`config.mk`:
```
export PLATFORM = sky130hd
export DESIGN_NAME = ardt_cell
export DESIGN_NICKNAME = d
export VERILOG_FILES = /design/src/rtl/ardt_pkg.sv /design/src/rtl/ardt_cell.sv
export SDC_FILE = /design/constraint.sdc
export NUM_CORES = 1
export LEC_CHECK = 0
export ABC_AREA = 1
export BUFFER_PORTS_ARGS = -buffer_cell sky130_fd_sc_hd__buf_2
export CORE_AREA = 2 2 187 189
export DETAILED_ROUTE_END_ITERATION = 8
export DIE_AREA = 0 0 189 191
export GPL_ROUTABILITY_DRIVEN = 1
export HOLD_SLACK_MARGIN = 0.06
export PLACE_DENSITY = 0.6
export SYNTH_ARGS = -nofsm -noshare
export SYNTH_HDL_FRONTEND = slang
export SYNTH_SLANG_ARGS = --single-unit
```
`constraint.sdc`:
```
create_clock -name clk -period 41.8 [get_ports clk]
set_input_delay 10.45 -clock clk [delete_from_list [all_inputs] [get_ports clk]]
set_output_delay 10.45 -clock clk [all_outputs]
set_load 0.1 [all_outputs]
```
`src/rtl/ardt_pkg.sv`:
```
// Shared codes and beat types for the address range device table.
`timescale 1ns / 1ps
`default_nettype none

package ardt_pkg;

  localparam logic [1:0] OP_LOOKUP = 2'd0;
  localparam logic [1:0] OP_INSERT = 2'd1;
  localparam logic [1:0] OP_REMOVE = 2'd2;

  localparam logic [2:0] ST_OK        = 3'd0;
  localparam logic [2:0] ST_NOT_FOUND = 3'd1;
  localparam logic [2:0] ST_IDENTICAL = 3'd2;
  localparam logic [2:0] ST_OVERLAP   = 3'd3;
  localparam logic [2:0] ST_FULL      = 3'd4;
  localparam logic [2:0] ST_REJECTED  = 3'd5;

  // Slot indexes are sized for the largest supported table.
  localparam int IDX_W = 8;
  localparam int CNT_W = 6;
  localparam logic [CNT_W-1:0] CNT_MAX = '1;

  // Request token that walks the row of cells, one cell per cycle.
  typedef struct packed {
    logic             vld;
    logic [1:0]       op;
    logic [63:0]      addr_lo;
    logic [63:0]      addr_hi;
    logic [7:0]       dev;
    logic             hit;
    logic [7:0]       hit_dev;
    logic             same;
    logic             free_v;
    logic [IDX_W-1:0] free_idx;
    logic [CNT_W-1:0] cnt;
  } tok_t;

  // Entry write broadcast to every cell when an insert commits.
  typedef struct packed {
    logic             en;
    logic [IDX_W-1:0] idx;
    logic [63:0]      lo;
    logic [63:0]      hi;
    logic [7:0]       dev;
  } wr_t;

endpackage

`default_nettype wire

```
`src/rtl/ardt_cell.sv`:
```
// One table entry together with its stage of the request token chain.
`timescale 1ns / 1ps
`default_nettype none

module ardt_cell #(
  parameter int CELL_IDX = 0
) (
  input  wire logic         clk,
  input  wire logic         rst_n,
  input  ardt_pkg::tok_t    tok_i,
  input  ardt_pkg::wr_t     wr_i,
  output ardt_pkg::tok_t    tok_o
);
  import ardt_pkg::*;

  localparam logic [IDX_W-1:0] MY_IDX = IDX_W'(CELL_IDX);

  logic        valid_r;
  logic        valid_nxt;
  logic [63:0] low_r;
  logic [63:0] high_r;
  logic [7:0]  dev_r;
  tok_t        tok_r;
  tok_t        tok_nxt;
  logic        contains;
  logic        dev_eq;
  logic        wr_here;

  // For a lookup both token bounds carry the address, so one compare pair
  // serves lookup and insert containment.
  assign contains = valid_r && (low_r <= tok_i.addr_lo) && (tok_i.addr_hi <= high_r);
  assign dev_eq   = (dev_r == tok_i.dev);
  assign wr_here  = wr_i.en && (wr_i.idx == MY_IDX);

  always_comb begin
    tok_nxt   = tok_i;
    valid_nxt = valid_r;
    if (tok_i.vld) begin
      if (tok_i.op == OP_REMOVE) begin
        if (valid_r && dev_eq) begin
          valid_nxt = 1'b0;
          if (tok_i.cnt != CNT_MAX) begin
            tok_nxt.cnt = tok_i.cnt + CNT_W'(1);
          end
        end
      end else begin
        if (!tok_i.hit && contains) begin
          tok_nxt.hit     = 1'b1;
          tok_nxt.hit_dev = dev_r;
          tok_nxt.same    = dev_eq && (low_r == tok_i.addr_lo) &&
                            (high_r == tok_i.addr_hi);
        end
        if (tok_i.op == OP_INSERT && !valid_r && !tok_i.free_v) begin
          tok_nxt.free_v   = 1'b1;
          tok_nxt.free_idx = MY_IDX;
        end
      end
    end
    if (wr_here) begin
      valid_nxt = 1'b1;
    end
  end

  always_ff @(posedge clk) begin
    if (!rst_n) begin
      valid_r <= 1'b0;
      tok_r   <= '0;
    end else begin
      valid_r <= valid_nxt;
      tok_r   <= tok_nxt;
    end
  end

  always_ff @(posedge clk) begin
    if (wr_here) begin
      low_r  <= wr_i.lo;
      high_r <= wr_i.hi;
      dev_r  <= wr_i.dev;
    end
  end

  assign tok_o = tok_r;

endmodule

`default_nettype wire

```
==> impl_metrics.env <==
export IMPL_cts_resized=0
export IMPL_route_detailed_drc=0
export IMPL_finalMaxSlewViolations=0
export IMPL_ant_nets=0
export IMPL_die_area_um2=36100
export IMPL_crit_top_cell="buf_4"
export IMPL_vias=9834
export IMPL_die_h_um=191
export IMPL_start_util_pct=37.1
export IMPL_powerDensity_nw_per_um2=44.0
export IMPL_synth_commonest_cells="inv_1, nand2_1, dfxtp_1"
export IMPL_die_w_um=189
export IMPL_clock_sinks=301
export IMPL_vias_per_cell=4.32
export IMPL_synthArstFlopShare_pct=0
export IMPL_fin_crit_sh_pct=30.0
export IMPL_drt_total_wl_um=33000
export IMPL_fmax_mhz=79.8
export IMPL_slowest_delay_ns=0.79
export IMPL_synthFlopType="dfxtp_1"
export IMPL_cts_buffers=34
export IMPL_nNetsFinal=2230
export IMPL_path_class="primary input to flip-flop"
export IMPL_yosysWarnings=0
export IMPL_min_path_type="flip-flop to flip-flop"
export IMPL_top_level_ports=475
export IMPL_period_needed_ns=12.54
export IMPL_grt_max_degree=75
export IMPL_clock_latency_ns=0.52
export IMPL_rsz0062_at_grt="no"
export IMPL_slowest_stage="buf_4"
export IMPL_synth_area_leaders="edfxtp_1, dfxtp_1, ha_1"
export IMPL_worstPathRequired_ns=41.93
export IMPL_synth_top_area_cell="edfxtp_1"
export IMPL_worst_path_buf_inv=3
export IMPL_wl_per_cell_um=14.5
export IMPL_status="finished clean"
export IMPL_synth_edff_count=136
export IMPL_max_cap_violations=0
export IMPL_clock_path_buffers=3
export IMPL_dp_hpwl_um=26500
export IMPL_power_mw=0.737
export IMPL_crit_arrival_ns=12.67
export IMPL_grt_pass1_vias=9815
export IMPL_final_layout_size_suffix_gt1_share_pct=30.3
export IMPL_cts_htree_levels=2
export IMPL_hold_violations=0
export IMPL_syn_to_final_growth_pct=32.2
export IMPL_grt_pass1_wl_um=49700
export IMPL_synthCells=1295
export IMPL_setup_viol=0
export IMPL_ys_seq_elements=301
export IMPL_leakage_nw=9.25
export IMPL_drt_pass1_iterations=4
export IMPL_relSlewSlack_pct=35.2
export IMPL_skew_ns=0.0194
export IMPL_tns_ns=0
export IMPL_rows=68
export IMPL_cts_tree="yes"
export IMPL_gp_congestion=0.811
export IMPL_end_kind="flip-flop"
export IMPL_cts_setup_buffers=0
export IMPL_path_cells="buf_2 > nor4_1 > nand3_1 > nor3_2 > buf_4 > buf_4"
export IMPL_drtIter0Drc=267
export IMPL_yosysUniqueCellTypes=39
export IMPL_final_util_pct=49.1
export IMPL_coreArea_um2=34100
export IMPL_antenna_found_initial=7
export IMPL_root_buffer="clkbuf_16"
export IMPL_postCtsHoldBufs=0
export IMPL_syn_area_um2=12700
export IMPL_grt_usage_pct=17.9
export IMPL_synth_seq_area_share_pct=58.3
export IMPL_io_buffers=474
export IMPL_synth_top_area_share_pct=32.2
export IMPL_startpoint_type="primary input"
export IMPL_yosysMostFrequentCell="inv_1"
export IMPL_gr_total_overflow=0
export IMPL_clk_pin_slew_worst_paths_ns=0.05
export IMPL_avgSynthCellArea_um2=9.79
export IMPL_crit_family="buffers and inverters"
export IMPL_ir_worst_vdd_mv=0.0328
export IMPL_crit_fanout=74
export IMPL_worst_pin_slew_ns=0.971
export IMPL_synth_fp_nets=1735
[stage by stage]
| stage | cell area (um2) | hold WS (ns) | worst slack [ns] | cells |
|---|---|---|---|---|
| floorplan | 12700 | 0.505 | 20.98 | 1295 |
| global placement | 15600 | 0.545 | 28.68 | 2209 |
| detailed placement | 15600 | 0.543 | 28.68 | 2209 |
| CTS | 16700 | 0.557 | 29.22 | 2271 |
| global route | 16700 | 0.637 | 29.07 | 2273 |
| finish | 16800 | 0.558 | 29.26 | 2277 |
[tightest hold or removal path, stage by stage (launching register included)]
cell and delay [ns]:
dfxtp_1 0.37, a21oi_1 0.08, nor2_1 0.08
[area by class of cell]
cell class | instances | area [um2]
Sequential cell | 301 | 7390
Fill cell | 3263 | 17400
Clock inverter | 9 | 72.6
Timing Repair Buffer | 478 | 2400
Tap cell | 455 | 569
Clock buffer | 53 | 1090
Antenna cell | 6 | 15.0
Inverter | 311 | 1180
Multi-Input combinational cell | 664 | 4040
[logic make-up (layout without fill, tap and decap cells)]
kind of cell / count (synthesis) / count (layout) / synth area share, %
other: 0 / 6 / 0
flip-flops: 301 / 301 / 58.3
AO/OA/AOI/OAI: 100 / 100 / 4.26
buffers and inverters: 330 / 851 / 9.89
adder cells (fa/ha/maj): 129 / 129 / 12.7
AND/OR/NAND/NOR: 429 / 429 / 14.4
XOR/XNOR: 6 / 6 / 0.415
[power breakdown]
group          switching, mW  internal, mW
Combinational         0.0897        0.0259
Sequential           0.00199         0.316
Clock                  0.117         0.186
Total                  0.209         0.528
[layout by cell type, fill, tap and decap left out, types with 2 or more instances in the layout]
cell type	n
nand2_1	290
clkinv_1	4
clkbuf_8	4
buf_2	473
o21a_1	7
nor2_1	66
or2_0	2
edfxtp_1	136
dfxtp_1	165
ha_1	129
nor3_2	4
clkinv_2	3
inv_1	304
clkbuf_16	40
o21ai_0	13
a21oi_1	67
nor3_1	11
nor4_1	2
nand4_1	19
inv_2	5
xnor2_1	6
diode_2	6
a31oi_1	3
nand3_2	3
buf_4	5
and3_1	2
clkbuf_1	9
nor2_2	3
nand3_1	19
o21ai_1	6
[worst paths after layout]
| kind | from | endpoint | slack, ns | cells past startpoint |
|---|---|---|---|---|
| worst max register to register | high_r[59] | tok_o[22] | 39.28 | 13 |
| worst max-delay path | wr_i[137] | high_r[19] | 29.26 | 6 |
| worst min register to register | valid_r | valid_r | 0.56 | 2 |
| worst min-delay path | valid_r | valid_r | 0.56 | 2 |
[sequential cells by signal (all words and copies together) (netlist names)]
name,count
dev_r,8
tok_o,164
valid_r,1
high_r,64
low_r,64
[metal layers]
metal | track usage, % | wire [um]
met2 | 32.3 | 16300
met1 | 20.2 | 12700
met4 | 5.92 | 773
met5 | 0 | 49
met3 | 5.21 | 3100
Note: power is estimated with default switching activity, not from simulation.
